<file path="config.mk">
export PLATFORM = sky130hd
export DESIGN_NAME = encoder_rate_estimator
export DESIGN_NICKNAME = d
export VERILOG_FILES = /design/src/hdl/ere_pkg.sv /design/src/hdl/ere_mul.sv /design/src/hdl/ere_div.sv /design/src/hdl/encoder_rate_estimator.sv
export VERILOG_INCLUDE_DIRS = /design/src /design/src/hdl
export SDC_FILE = /design/constraint.sdc
export NUM_CORES = 2
export LEC_CHECK = 0
export BUFFER_PORTS_ARGS = -buffer_cell sky130_fd_sc_hd__buf_4
export CAP_MARGIN = 15
export CORE_ASPECT_RATIO = 1.1
export CORE_MARGIN = 1.5
export CORE_UTILIZATION = 40
export DETAILED_ROUTE_END_ITERATION = 7
export SLEW_MARGIN = 40
export SYNTH_ARGS = -nofsm -noshare
export SYNTH_HDL_FRONTEND = slang
export SYNTH_HIERARCHICAL = 1
export SYNTH_SLANG_ARGS = --single-unit
</file>
<file path="constraint.sdc">
create_clock -name clk -period 6.85 [get_ports clk]
set_clock_uncertainty 0.05 [all_clocks]
set_input_delay 0.685 -clock clk [delete_from_list [all_inputs] [get_ports clk]]
set_output_delay 0.685 -clock clk [all_outputs]
set_load 0.01 [all_outputs]
</file>
<file path="src/hdl/encoder_rate_estimator_assert.svh">
// Assertion macros shared by the encoder rate estimator modules.
// No dependencies; included by the files that carry assertions.
`ifndef ENCODER_RATE_ESTIMATOR_ASSERT_SVH
`define ENCODER_RATE_ESTIMATOR_ASSERT_SVH

// Antecedent true in a cycle implies the consequent in the same cycle.
`define ERE_ASSERT_IMPLIES(label, ck, rn, ante, cons, msg) \
    label: assert property (@(posedge ck) disable iff (!rn) (ante) |-> (cons)) \
        else $error(msg);

// Antecedent true in a cycle implies the consequent in the next cycle.
`define ERE_ASSERT_NEXT(label, ck, rn, ante, cons, msg) \
    label: assert property (@(posedge ck) disable iff (!rn) (ante) |=> (cons)) \
        else $error(msg);

// The condition never holds.
`define ERE_ASSERT_NEVER(label, ck, rn, cond, msg) \
    label: assert property (@(posedge ck) disable iff (!rn) !(cond)) \
        else $error(msg);

`endif

</file>
<file path="src/hdl/ere_pkg.sv">
// Package of the encoder rate estimator: widths, codes, state type and the
// multiplier request struct. No dependencies.
package ere_pkg;

    localparam int FIELD_W     = 48;   // position and rate fields
    localparam int TIME_W      = 32;
    localparam int CNT_FIELD_W = 16;
    localparam int WRAP_W      = 32;
    localparam int PERIOD_W    = 17;
    localparam int ALPHA_W     = 17;
    localparam int PPR_FRAC    = 28;

    localparam int MCAND_W = 48;
    localparam int MPLR_W  = 32;
    localparam int PROD_W  = MCAND_W + MPLR_W;
    localparam int STEP_W  = $clog2(MPLR_W + 1);

    localparam int IN_TDATA_W  = 56;
    localparam int IN_TUSER_W  = 2;
    localparam int OUT_TDATA_W = 144;
    localparam int OUT_TUSER_W = 1;
    localparam int CFG_ADDR_W  = 2;
    localparam int CFG_DATA_W  = 32;

    localparam logic [1:0] OP_WRAP   = 2'd0;
    localparam logic [1:0] OP_SAMPLE = 2'd1;
    localparam logic [1:0] OP_START  = 2'd2;

    localparam logic [CFG_ADDR_W-1:0] REG_RELOAD    = 2'd0;
    localparam logic [CFG_ADDR_W-1:0] REG_RAD_PULSE = 2'd1;
    localparam logic [CFG_ADDR_W-1:0] REG_SMOOTHING = 2'd2;

    localparam logic [FIELD_W-1:0] FIELD_MAX     = 48'h7FFF_FFFF_FFFF;
    localparam logic [FIELD_W-1:0] FIELD_NEG_MAG = 48'h8000_0000_0000;
    localparam logic [ALPHA_W-1:0] ALPHA_ONE     = 17'h1_0000;

    typedef enum logic [3:0] {
        ST_IDLE,
        ST_POS_GO,
        ST_POS_RUN,
        ST_POS_FIX,
        ST_RATE_GO,
        ST_RATE_RUN,
        ST_DIV_GO,
        ST_DIV_RUN,
        ST_AVG_GO,
        ST_AVG_RUN,
        ST_FINISH
    } ere_state_t;

    typedef struct packed {
        logic               start;
        logic [MCAND_W-1:0] mcand;
        logic [MPLR_W-1:0]  mplr;   // left aligned, consumed from the top bit
        logic [STEP_W-1:0]  steps;
    } mul_req_t;

endpackage

</file>
<file path="src/hdl/ere_mul.sv">
// Bit-serial shift-and-add multiplier, one multiplier bit per cycle.
// Depends on ere_pkg and the assertion macro header.
`include "encoder_rate_estimator_assert.svh"

module ere_mul
    import ere_pkg::*;
(
    input  logic              clk,
    input  logic              rst_n,
    input  mul_req_t          req,
    output logic              done,
    output logic [PROD_W-1:0] prod
);

    logic               busy_reg;
    logic               done_reg;
    logic [STEP_W-1:0]  cnt_reg;
    logic [MPLR_W-1:0]  mplr_reg;
    logic [MCAND_W-1:0] mcand_reg;
    logic [PROD_W-1:0]  acc_reg;
    logic [PROD_W-1:0]  acc_next;

    // Accumulator doubles and adds the multiplicand when the top bit is set.
    assign acc_next = {acc_reg[PROD_W-2:0], 1'b0}
                    + (mplr_reg[MPLR_W-1] ? PROD_W'(mcand_reg) : '0);

    always_ff @(posedge clk or negedge rst_n)
    begin
        if (!rst_n)
        begin
            busy_reg <= 1'b0;
            done_reg <= 1'b0;
            cnt_reg  <= '0;
        end
        else
        begin
            done_reg <= busy_reg && (cnt_reg == STEP_W'(1));
            if (req.start)
            begin
                busy_reg <= 1'b1;
                cnt_reg  <= req.steps;
            end
            else if (busy_reg)
            begin
                cnt_reg <= cnt_reg - STEP_W'(1);
                if (cnt_reg == STEP_W'(1))
                begin
                    busy_reg <= 1'b0;
                end
            end
        end
    end

    always_ff @(posedge clk)
    begin
        if (req.start)
        begin
            mcand_reg <= req.mcand;
            mplr_reg  <= req.mplr;
            acc_reg   <= '0;
        end
        else if (busy_reg)
        begin
            mplr_reg <= {mplr_reg[MPLR_W-2:0], 1'b0};
            acc_reg  <= acc_next;
        end
    end

    assign done = done_reg;
    assign prod = acc_reg;

    `ERE_ASSERT_NEVER(a_mul_start_busy, clk, rst_n, req.start && busy_reg, "multiplier restarted while busy")

endmodule

</file>
<file path="src/hdl/ere_div.sv">
// Restoring divider, one quotient bit per cycle, with the quotient clamped
// to a given limit. Depends on ere_pkg and the assertion macro header.
`include "encoder_rate_estimator_assert.svh"

module ere_div
    import ere_pkg::*;
#(
    parameter int DVD_W = 84,
    parameter int DEN_W = 32
)
(
    input  logic               clk,
    input  logic               rst_n,
    input  logic               start,
    input  logic [DVD_W-1:0]   dividend,
    input  logic [DEN_W-1:0]   divisor,
    input  logic [FIELD_W-1:0] limit,
    output logic               done,
    output logic [FIELD_W-1:0] quotient
);

    localparam int CNT_W = $clog2(DVD_W + 1);

    logic               busy_reg;
    logic               done_reg;
    logic [CNT_W-1:0]   cnt_reg;
    logic [DVD_W-1:0]   dvd_reg;
    logic [DEN_W-1:0]   den_reg;
    logic [DEN_W-1:0]   rem_reg;
    logic [FIELD_W-1:0] q_reg;
    logic               ovf_reg;
    logic [FIELD_W-1:0] lim_reg;

    logic [DEN_W:0]     trial;
    logic [DEN_W:0]     diff;
    logic               fits;

    assign trial = {rem_reg, dvd_reg[DVD_W-1]};
    assign fits  = (trial >= {1'b0, den_reg});
    assign diff  = trial - {1'b0, den_reg};

    always_ff @(posedge clk or negedge rst_n)
    begin
        if (!rst_n)
        begin
            busy_reg <= 1'b0;
            done_reg <= 1'b0;
            cnt_reg  <= '0;
        end
        else
        begin
            done_reg <= busy_reg && (cnt_reg == CNT_W'(1));
            if (start)
            begin
                busy_reg <= 1'b1;
                cnt_reg  <= CNT_W'(DVD_W);
            end
            else if (busy_reg)
            begin
                cnt_reg <= cnt_reg - CNT_W'(1);
                if (cnt_reg == CNT_W'(1))
                begin
                    busy_reg <= 1'b0;
                end
            end
        end
    end

    always_ff @(posedge clk)
    begin
        if (start)
        begin
            dvd_reg <= dividend;
            den_reg <= divisor;
            lim_reg <= limit;
            rem_reg <= '0;
            q_reg   <= '0;
            ovf_reg <= 1'b0;
        end
        else if (busy_reg)
        begin
            dvd_reg <= {dvd_reg[DVD_W-2:0], 1'b0};
            rem_reg <= fits ? diff[DEN_W-1:0] : trial[DEN_W-1:0];
            q_reg   <= {q_reg[FIELD_W-2:0], fits};
            // Any quotient bit pushed out of the top means the result is huge.
            ovf_reg <= ovf_reg | q_reg[FIELD_W-1];
        end
    end

    assign done     = done_reg;
    assign quotient = (ovf_reg || (q_reg > lim_reg)) ? lim_reg : q_reg;

    `ERE_ASSERT_NEVER(a_div_start_busy, clk, rst_n, start && busy_reg, "divider restarted while busy")

endmodule

</file>
<file path="src/hdl/encoder_rate_estimator.sv">
// Top level of the encoder rate estimator; depends on ere_pkg, ere_mul,
// ere_div and the assertion macro header. The block extends a hardware
// pulse counter and estimates angular rate. Each input item carries an op
// in s_axis_tuser: a wrap event moves a signed wrap count up or down by one,
// a start event clears position, wrap count and average and stores the
// time, and a sample event produces one result item holding the absolute
// pulse position (wraps times reload plus one, plus the counter value,
// saturated to 48 bits), the raw rate in radians per microsecond with
// RATE_FRACTION_BITS fraction bits (position change times radians per pulse
// over elapsed microseconds, truncated toward zero and saturated), the
// exponentially smoothed rate, and a flag set when no time has elapsed (raw
// rate then reads zero). Wrap and start ops act at acceptance and unused
// ops are dropped, with the block staying idle. A sample runs through one
// shared bit-serial multiplier three times (position, rate and average)
// and a bit-serial restoring divider; when no time has elapsed the rate
// multiply and the divide are skipped. The divide is the longest step.
// Items are taken one at a time, and a finished result waits in an output
// register, so the next item is accepted while it is pending. Configuration
// writes should only be issued while the block is idle.
`include "encoder_rate_estimator_assert.svh"

module encoder_rate_estimator
    import ere_pkg::*;
#(
    parameter int COUNTER_BITS       = 16,
    parameter int RATE_FRACTION_BITS = 32
)
(
    input  logic                   clk,
    input  logic                   rst_n,
    input  logic                   s_axis_tvalid,
    output logic                   s_axis_tready,
    // count_down [0], counter_value [16:1], time_us [48:17], zero fill above
    input  logic [IN_TDATA_W-1:0]  s_axis_tdata,
    // op [1:0]
    input  logic [IN_TUSER_W-1:0]  s_axis_tuser,
    output logic                   m_axis_tvalid,
    input  logic                   m_axis_tready,
    // position_pulses [47:0], raw_rate [95:48], smoothed_rate [143:96]
    output logic [OUT_TDATA_W-1:0] m_axis_tdata,
    // zero_interval [0]
    output logic [OUT_TUSER_W-1:0] m_axis_tuser,
    input  logic                   cfg_wr_en,
    input  logic [CFG_ADDR_W-1:0]  cfg_addr,
    input  logic [CFG_DATA_W-1:0]  cfg_wdata
);

    // Scaling between the 28 fraction bits of the angle per pulse register
    // and the fraction bits of the rate: shift the dividend up or the
    // divisor up.
    localparam int UP      = RATE_FRACTION_BITS - PPR_FRAC;
    localparam int UP_POS  = (UP > 0) ? UP : 0;
    localparam int UP_NEG  = (UP < 0) ? -UP : 0;
    localparam int DVD_W   = PROD_W + UP_POS;
    localparam int DEN_W   = TIME_W + UP_NEG;
    localparam int CNT_EFF = (COUNTER_BITS < CNT_FIELD_W) ? COUNTER_BITS : CNT_FIELD_W;
    localparam logic [CNT_FIELD_W-1:0] CNT_MASK =
        CNT_FIELD_W'((33'd1 << CNT_EFF) - 33'd1);

    // Input item fields.
    logic [1:0]             in_op;
    logic                   in_count_down;
    logic [CNT_FIELD_W-1:0] in_counter_value;
    logic [TIME_W-1:0]      in_time_us;
    logic                   in_accept;

    assign in_op            = s_axis_tuser;
    assign in_count_down    = s_axis_tdata[0];
    assign in_counter_value = s_axis_tdata[16:1];
    assign in_time_us       = s_axis_tdata[48:17];
    assign in_accept        = s_axis_tvalid && s_axis_tready;

    // Configuration registers.
    logic [CNT_FIELD_W-1:0] reload_reg;
    logic [MPLR_W-1:0]      rad_pulse_reg;
    logic [ALPHA_W-1:0]     smoothing_reg;

    // Estimator state.
    logic [WRAP_W-1:0]  wrap_count_reg;
    logic [TIME_W-1:0]  last_time_reg;
    logic [FIELD_W-1:0] last_pos_reg;
    logic [FIELD_W-1:0] avg_reg;

    // Per-sample working registers.
    ere_state_t             state_reg;
    ere_state_t             state_next;
    logic [CNT_FIELD_W-1:0] sample_cnt_reg;
    logic [TIME_W-1:0]      sample_time_reg;
    logic [FIELD_W-1:0]     pos_reg;
    logic [TIME_W-1:0]      dt_reg;
    logic                   zero_reg;
    logic                   neg_reg;
    logic                   avg_neg_reg;
    logic [FIELD_W-1:0]     raw_reg;

    // Output register.
    logic                   out_valid_reg;
    logic [FIELD_W-1:0]     out_pos_reg;
    logic [FIELD_W-1:0]     out_raw_reg;
    logic [FIELD_W-1:0]     out_avg_reg;
    logic                   out_zero_reg;
    logic                   out_load;

    // Datapath nets.
    mul_req_t               mul_req;
    logic                   mul_done;
    logic [PROD_W-1:0]      mul_prod;
    logic                   div_start;
    logic                   div_done;
    logic [FIELD_W-1:0]     div_quot;
    logic [DVD_W-1:0]       div_dividend;
    logic [DEN_W-1:0]       div_divisor;
    logic [FIELD_W-1:0]     div_limit;

    logic                   w_neg;
    logic [WRAP_W-1:0]      w_mag;
    logic [PERIOD_W-1:0]    period;
    logic [CNT_FIELD_W-1:0] cnt_masked;
    logic [FIELD_W:0]       pos_m;
    logic [FIELD_W:0]       pos_sum;
    logic [FIELD_W:0]       pos_neg_mag;
    logic [FIELD_W-1:0]     pos_calc;
    logic [TIME_W-1:0]      dt_calc;
    logic [FIELD_W:0]       delta;
    logic [FIELD_W-1:0]     delta_mag;
    logic [FIELD_W:0]       avg_diff;
    logic [FIELD_W-1:0]     avg_diff_mag;
    logic [ALPHA_W-1:0]     alpha;
    logic [FIELD_W-1:0]     avg_step;
    logic [FIELD_W-1:0]     new_avg;

    // ------------------------------------------------------------------
    // Configuration port. Writes to an index past the list are dropped.
    // ------------------------------------------------------------------
    always_ff @(posedge clk or negedge rst_n)
    begin
        if (!rst_n)
        begin
            reload_reg    <= 16'hFFFF;
            rad_pulse_reg <= '0;
            smoothing_reg <= ALPHA_ONE;
        end
        else if (cfg_wr_en)
        begin
            unique case (cfg_addr)
                REG_RELOAD:    reload_reg    <= cfg_wdata[CNT_FIELD_W-1:0];
                REG_RAD_PULSE: rad_pulse_reg <= cfg_wdata[MPLR_W-1:0];
                REG_SMOOTHING: smoothing_reg <= cfg_wdata[ALPHA_W-1:0];
                default:       ;
            endcase
        end
    end

    // ------------------------------------------------------------------
    // Position: |wrap count| times period comes from the multiplier; the
    // counter value is then added or subtracted and the sum saturated.
    // ------------------------------------------------------------------
    assign w_neg      = wrap_count_reg[WRAP_W-1];
    assign w_mag      = w_neg ? (~wrap_count_reg + WRAP_W'(1)) : wrap_count_reg;
    assign cnt_masked = sample_cnt_reg & CNT_MASK;
    assign period     = {1'b0, reload_reg & CNT_MASK} + PERIOD_W'(1);
    assign pos_m      = mul_prod[FIELD_W:0];
    assign pos_sum    = pos_m + (FIELD_W+1)'(cnt_masked);
    assign pos_neg_mag = pos_m - (FIELD_W+1)'(cnt_masked);

    always_comb
    begin
        if (!w_neg)
        begin
            pos_calc = (pos_sum > (FIELD_W+1)'(FIELD_MAX)) ? FIELD_MAX : pos_sum[FIELD_W-1:0];
        end
        else if (pos_m <= (FIELD_W+1)'(cnt_masked))
        begin
            // No more negative pulses than the counter holds: small non-negative.
            pos_calc = FIELD_W'((FIELD_W+1)'(cnt_masked) - pos_m);
        end
        else if (pos_neg_mag >= (FIELD_W+1)'(FIELD_NEG_MAG))
        begin
            pos_calc = FIELD_NEG_MAG;
        end
        else
        begin
            pos_calc = ~pos_neg_mag[FIELD_W-1:0] + FIELD_W'(1);
        end
    end

    assign dt_calc = sample_time_reg - last_time_reg;

    // Position change and its magnitude feed the rate multiply.
    assign delta     = {pos_reg[FIELD_W-1], pos_reg} - {last_pos_reg[FIELD_W-1], last_pos_reg};
    assign delta_mag = delta[FIELD_W] ? (~delta[FIELD_W-1:0] + FIELD_W'(1))
                                      : delta[FIELD_W-1:0];

    // The divider sees the full product, scaled to the rate format.
    assign div_dividend = DVD_W'(mul_prod) << UP_POS;
    assign div_divisor  = DEN_W'(dt_reg) << UP_NEG;
    assign div_limit    = neg_reg ? FIELD_NEG_MAG : FIELD_MAX;

    // ------------------------------------------------------------------
    // Moving average: avg += trunc(alpha * (raw - avg) / 2^16), with the
    // weight clamped at one and the truncation done on the magnitude.
    // ------------------------------------------------------------------
    assign alpha        = (smoothing_reg > ALPHA_ONE) ? ALPHA_ONE : smoothing_reg;
    assign avg_diff     = {raw_reg[FIELD_W-1], raw_reg} - {avg_reg[FIELD_W-1], avg_reg};
    assign avg_diff_mag = avg_diff[FIELD_W] ? (~avg_diff[FIELD_W-1:0] + FIELD_W'(1))
                                            : avg_diff[FIELD_W-1:0];
    assign avg_step     = mul_prod[ALPHA_W-1 +: FIELD_W];
    assign new_avg      = avg_neg_reg ? (avg_reg - avg_step) : (avg_reg + avg_step);

    // ------------------------------------------------------------------
    // Sequencer.
    // ------------------------------------------------------------------
    always_ff @(posedge clk or negedge rst_n)
    begin
        if (!rst_n)
        begin
            state_reg <= ST_IDLE;
        end
        else
        begin
            state_reg <= state_next;
        end
    end

    always_comb
    begin
        state_next = state_reg;
        unique case (state_reg)
            ST_IDLE:
            begin
                if (in_accept && (in_op == OP_SAMPLE))
                begin
                    state_next = ST_POS_GO;
                end
            end
            ST_POS_GO:   state_next = ST_POS_RUN;
            ST_POS_RUN:  if (mul_done) state_next = ST_POS_FIX;
            ST_POS_FIX:  state_next = (dt_calc == '0) ? ST_AVG_GO : ST_RATE_GO;
            ST_RATE_GO:  state_next = ST_RATE_RUN;
            ST_RATE_RUN: if (mul_done) state_next = ST_DIV_GO;
            ST_DIV_GO:   state_next = ST_DIV_RUN;
            ST_DIV_RUN:  if (div_done) state_next = ST_AVG_GO;
            ST_AVG_GO:   state_next = ST_AVG_RUN;
            ST_AVG_RUN:  if (mul_done) state_next = ST_FINISH;
            ST_FINISH:   if (out_load) state_next = ST_IDLE;
            default:     state_next = ST_IDLE;
        endcase
    end

    always_comb
    begin
        s_axis_tready = (state_reg == ST_IDLE);
        div_start     = (state_reg == ST_DIV_GO);
        out_load      = (state_reg == ST_FINISH) && (!out_valid_reg || m_axis_tready);
        mul_req       = '0;
        unique case (state_reg)
            ST_POS_GO:
            begin
                mul_req.start = 1'b1;
                mul_req.mcand = MCAND_W'(w_mag);
                mul_req.mplr  = {period, {(MPLR_W-PERIOD_W){1'b0}}};
                mul_req.steps = STEP_W'(PERIOD_W);
            end
            ST_RATE_GO:
            begin
                mul_req.start = 1'b1;
                mul_req.mcand = delta_mag;
                mul_req.mplr  = rad_pulse_reg;
                mul_req.steps = STEP_W'(MPLR_W);
            end
            ST_AVG_GO:
            begin
                mul_req.start = 1'b1;
                mul_req.mcand = avg_diff_mag;
                mul_req.mplr  = {alpha, {(MPLR_W-ALPHA_W){1'b0}}};
                mul_req.steps = STEP_W'(ALPHA_W);
            end
            default: ;
        endcase
    end

    // ------------------------------------------------------------------
    // Estimator state. Wrap and start events act at acceptance; a sample
    // commits its position, time and average when its result is loaded.
    // ------------------------------------------------------------------
    always_ff @(posedge clk or negedge rst_n)
    begin
        if (!rst_n)
        begin
            wrap_count_reg <= '0;
            last_time_reg  <= '0;
            last_pos_reg   <= '0;
            avg_reg        <= '0;
        end
        else
        begin
            priority if (in_accept && (in_op == OP_WRAP))
            begin
                wrap_count_reg <= in_count_down ? (wrap_count_reg - WRAP_W'(1))
                                                : (wrap_count_reg + WRAP_W'(1));
            end
            else if (in_accept && (in_op == OP_START))
            begin
                wrap_count_reg <= '0;
                last_pos_reg   <= '0;
                avg_reg        <= '0;
                last_time_reg  <= in_time_us;
            end
            else if (out_load)
            begin
                avg_reg       <= new_avg;
                last_pos_reg  <= pos_reg;
                last_time_reg <= sample_time_reg;
            end
            else
            begin
            end
        end
    end

    always_ff @(posedge clk)
    begin
        if (in_accept && (in_op == OP_SAMPLE))
        begin
            sample_cnt_reg  <= in_counter_value;
            sample_time_reg <= in_time_us;
        end
        if (state_reg == ST_POS_FIX)
        begin
            pos_reg  <= pos_calc;
            dt_reg   <= dt_calc;
            zero_reg <= (dt_calc == '0);
            raw_reg  <= '0;
        end
        if (state_reg == ST_RATE_GO)
        begin
            neg_reg <= delta[FIELD_W];
        end
        if ((state_reg == ST_DIV_RUN) && div_done)
        begin
            raw_reg <= neg_reg ? (~div_quot + FIELD_W'(1)) : div_quot;
        end
        if (state_reg == ST_AVG_GO)
        begin
            avg_neg_reg <= avg_diff[FIELD_W];
        end
        if (out_load)
        begin
            out_pos_reg  <= pos_reg;
            out_raw_reg  <= raw_reg;
            out_avg_reg  <= new_avg;
            out_zero_reg <= zero_reg;
        end
    end

    always_ff @(posedge clk or negedge rst_n)
    begin
        if (!rst_n)
        begin
            out_valid_reg <= 1'b0;
        end
        else if (out_load)
        begin
            out_valid_reg <= 1'b1;
        end
        else if (m_axis_tready)
        begin
            out_valid_reg <= 1'b0;
        end
    end

    assign m_axis_tvalid = out_valid_reg;
    assign m_axis_tdata  = {out_avg_reg, out_raw_reg, out_pos_reg};
    assign m_axis_tuser  = out_zero_reg;

    // ------------------------------------------------------------------
    // Arithmetic units.
    // ------------------------------------------------------------------
    ere_mul u_mul
    (
        .clk   (clk),
        .rst_n (rst_n),
        .req   (mul_req),
        .done  (mul_done),
        .prod  (mul_prod)
    );

    ere_div #(
        .DVD_W (DVD_W),
        .DEN_W (DEN_W)
    ) u_div
    (
        .clk      (clk),
        .rst_n    (rst_n),
        .start    (div_start),
        .dividend (div_dividend),
        .divisor  (div_divisor),
        .limit    (div_limit),
        .done     (div_done),
        .quotient (div_quot)
    );

    `ERE_ASSERT_NEXT(a_sample_starts, clk, rst_n, in_accept && (in_op == OP_SAMPLE), state_reg == ST_POS_GO, "sample did not start the position multiply")
    `ERE_ASSERT_IMPLIES(a_zero_raw, clk, rst_n, m_axis_tvalid && m_axis_tuser[0], m_axis_tdata[95:48] == '0, "zero interval with nonzero raw rate")
    `ERE_ASSERT_IMPLIES(a_unit_alpha, clk, rst_n, (state_reg == ST_FINISH) && (alpha == ALPHA_ONE), new_avg == raw_reg, "unit weight average differs from raw rate")

endmodule

</file>
==> out/qor.csv <==
metric,value,unit
min_to,cnt_masked[5]$_DFFE_PP_,
r2r_start,u_div/lim_reg[41]$_DFFE_PP_,
syn-cell-area,0.0661,sq mm
power_density,537,mW/mm^2
clock.fmax,156,MHz
syn_to_final_growth,12.9,%
yosysWarnings,6,
numCtsBuffers,110,
grt-ovfl-total,0,
routed_via_density,5.77,
status,"finished, final reports clean",
yosys.area.top_type,edfxtp_1,
synth_common_cells,"nand2_1, edfxtp_1, nor2_1, a21oi_1, ha_1",
cts.path.max_buffers,3,
synth-edff-count,568,
grt_start_max_net_pins,186,
p_sw_share,48.5,%
ys_seq_elements,976,
final_nets,7656,
antenna_left,0,
numPortBuffers,236,
insertion_delay,0.77,ns
reg2reg_to,raw_reg[44]$_SDFFCE_PN0P_,
maxSlewViolCount,0,
yosys-top-cells-area,"edfxtp_1, dfrtp_1, ha_1",
slew_headroom,33.9,%
critPathKind,reg2reg,
internal_power,0.0206,W
first_global_vias,51300,
cts_tree,built,
post_synth_num_cell_types,129,
cellLeakagePower,30.6,nW
num_vias,54600,
tightest_slew,0.984,ns
fin_crit_sh,93.8,%
clkTransAtPathRegs,0.06,ns
critPathLaunch,u_div/lim_reg[41]$_DFFE_PP_,
postCtsResizedCells,0,
power_frac_seq,24.9,%
ios,244,
dieArea,0.168,sq mm
setup_tns,0,ns
arrival,6.85,ns
nFillCells,15700,
synth_most_common_cell,nand2_1,
drv_cap,0,
grtUsageTotal,25.0,%
root_buffer,clkbuf_16,
cp_slowest_cell,or4_1,
clkPwrFrac,16.2,%
max_stage_delay,0.57,ns
crit_fanout,11,
coreArea,0.164,sq mm
die_h,429,um
wirelength,217000,um
largest_reg_flops,84,
irDropWorstVdd,300,uV
worstSetupStartpointType,flop,
placed_area,0.0702,sq mm
r2r_slack,0.43,ns
synthArstFlopShare,25.3,%
switching_power,0.0194,W
initial_core_util,40.2,%
dp_hpwl,164000,um
yosys.area.top_type_share,25.8,%
gp_congestion,0.969,
syn-instance-count,7024,
grt_antenna_before_repair,13,
worstHoldPathType,in2reg,
combPwrFrac,58.9,%
rsz0062_at_grt,false,
fin_crit,6.42,ns
rows,156,
ys_seq_area_share,40.1,%
worstHoldPathCells,1,
worstPathRequired,7.28,ns
stdcell_area,0.0746,sq mm
first_pass_iters,6,
setup_viol,0,
die_w,391,um
cts_sinks,976,
routedWlPerCell,22.9,um
critPathCaptureType,flop,
drc,0,
path_delay_family,simple AND/OR/NAND/NOR gates,
postSynthAreaPerCell,9.41,sq um
grt_pass1_wl,322000,um
cp_num_buf_inv,4,
r2r_cells,25,
drive_above_1_share,12.7,%
finalHoldViolations,0,
cts_max_level,3,
drtIter0Drc,4720,
hp-start,s_axis_tdata[6],
synth_ff_type,edfxtp_1,
## worst max-delay path by stage
stage | depth (start not counted) | end | slack, ns
3_5_place_dp | 24 | raw_reg[44]$_SDFFCE_PN0P_ | 0.33
3_3_place_gp | 24 | raw_reg[38]$_SDFFCE_PN0P_ | 0.35
6_report | 25 | raw_reg[44]$_SDFFCE_PN0P_ | 0.43
2_1_floorplan | 5 | m_axis_tuser$_DFFE_PP_ | 0.54
5_1_grt | 25 | raw_reg[44]$_SDFFCE_PN0P_ | 0.14
4_1_cts | 24 | raw_reg[44]$_SDFFCE_PN0P_ | 0.29
## per-layer routing
layer | global-route usage, % | part of all wire [%] | vias up
li1 | - | - | 25900
met1 | 33.8 | 44 | 26600
met2 | 40.3 | 46 | 1755
met3 | 3.07 | 5.8 | 330
met4 | 10.5 | 4.3 | 6
met5 | 0 | 0.020 | -
## cell type report
cell class / count / area (sq um) / area share (%)
diodes: 4 / 10.0 / 0.0134
clock buffers: 137 / 2960 / 3.96
clock inverters: 73 / 978 / 1.31
inverters: 395 / 1490 / 2.00
multi-input cells: 5304 / 36800 / 49.4
flip-flops and latches: 976 / 26500 / 35.5
well taps: 2212 / 2770 / 3.71
repair buffers: 371 / 3040 / 4.07
## power groups by stage
stage | Clock [W] | Combinational (W) | Sequential (W)
floorplan | 0 | 0.0157 | 0.00948
global placement | 0 | 0.0228 | 0.0100
detailed placement | 0 | 0.0230 | 0.0101
CTS | 0.00662 | 0.0232 | 0.00999
global route | 0.00684 | 0.0252 | 0.0102
finish | 0.00647 | 0.0236 | 0.00999
## cells by family (layout without fill, tap and decap cells)
logic type      count (synthesis)  in the layout  share of synthesized area, %
fa+ha+maj                     402            402                          7.72
mux                           319            319                          5.27
flops                         976            976                          40.1
compound gates               1849           1849                          18.7
simple gates                 2121           2121                          15.7
buf+inv                       750            976                          4.48
other cells                     1             11                       0.00568
xor+xnor                      606            606                          8.03
## what timing repair did
item | CTS | global route
hold buffers | 22 | 0
endpoints found under the hold margin | 73 | 0
setup buffers | 0 | 5
setup endpoints to repair | 0 | 1
## stage by stage
| step | total power (W) | hold WS [ns] | util, % | cells | setup slack (ns) |
|---|---|---|---|---|---|
| global placement | 0.0328 | 0.352 | 42.7 | 9222 | 0.349 |
| CTS | 0.0398 | 0.000125 | 45.3 | 9458 | 0.294 |
| finish | 0.0401 | 0.0584 | 45.4 | 9472 | 0.428 |
| floorplan | 0.0252 | 0.339 | - | 7030 | 0.542 |
| detailed placement | 0.0331 | 0.355 | 42.8 | 9226 | 0.333 |
| global route | 0.0422 | 0.0269 | 45.4 | 9470 | 0.145 |
## layout by cell type (no fill, tap or decap), drive strengths merged, types with 185 or more instances in the layout
cell and count:
a21oi 495, o21ai 367, nand2 618, a21o 185, nor2 563, inv 398
dfrtp 230, ha 391, mux2 232, edfxtp 568, xor2 251, xnor2 355
buf 349
No activity file was read; power rests on OpenSTA's default activity.
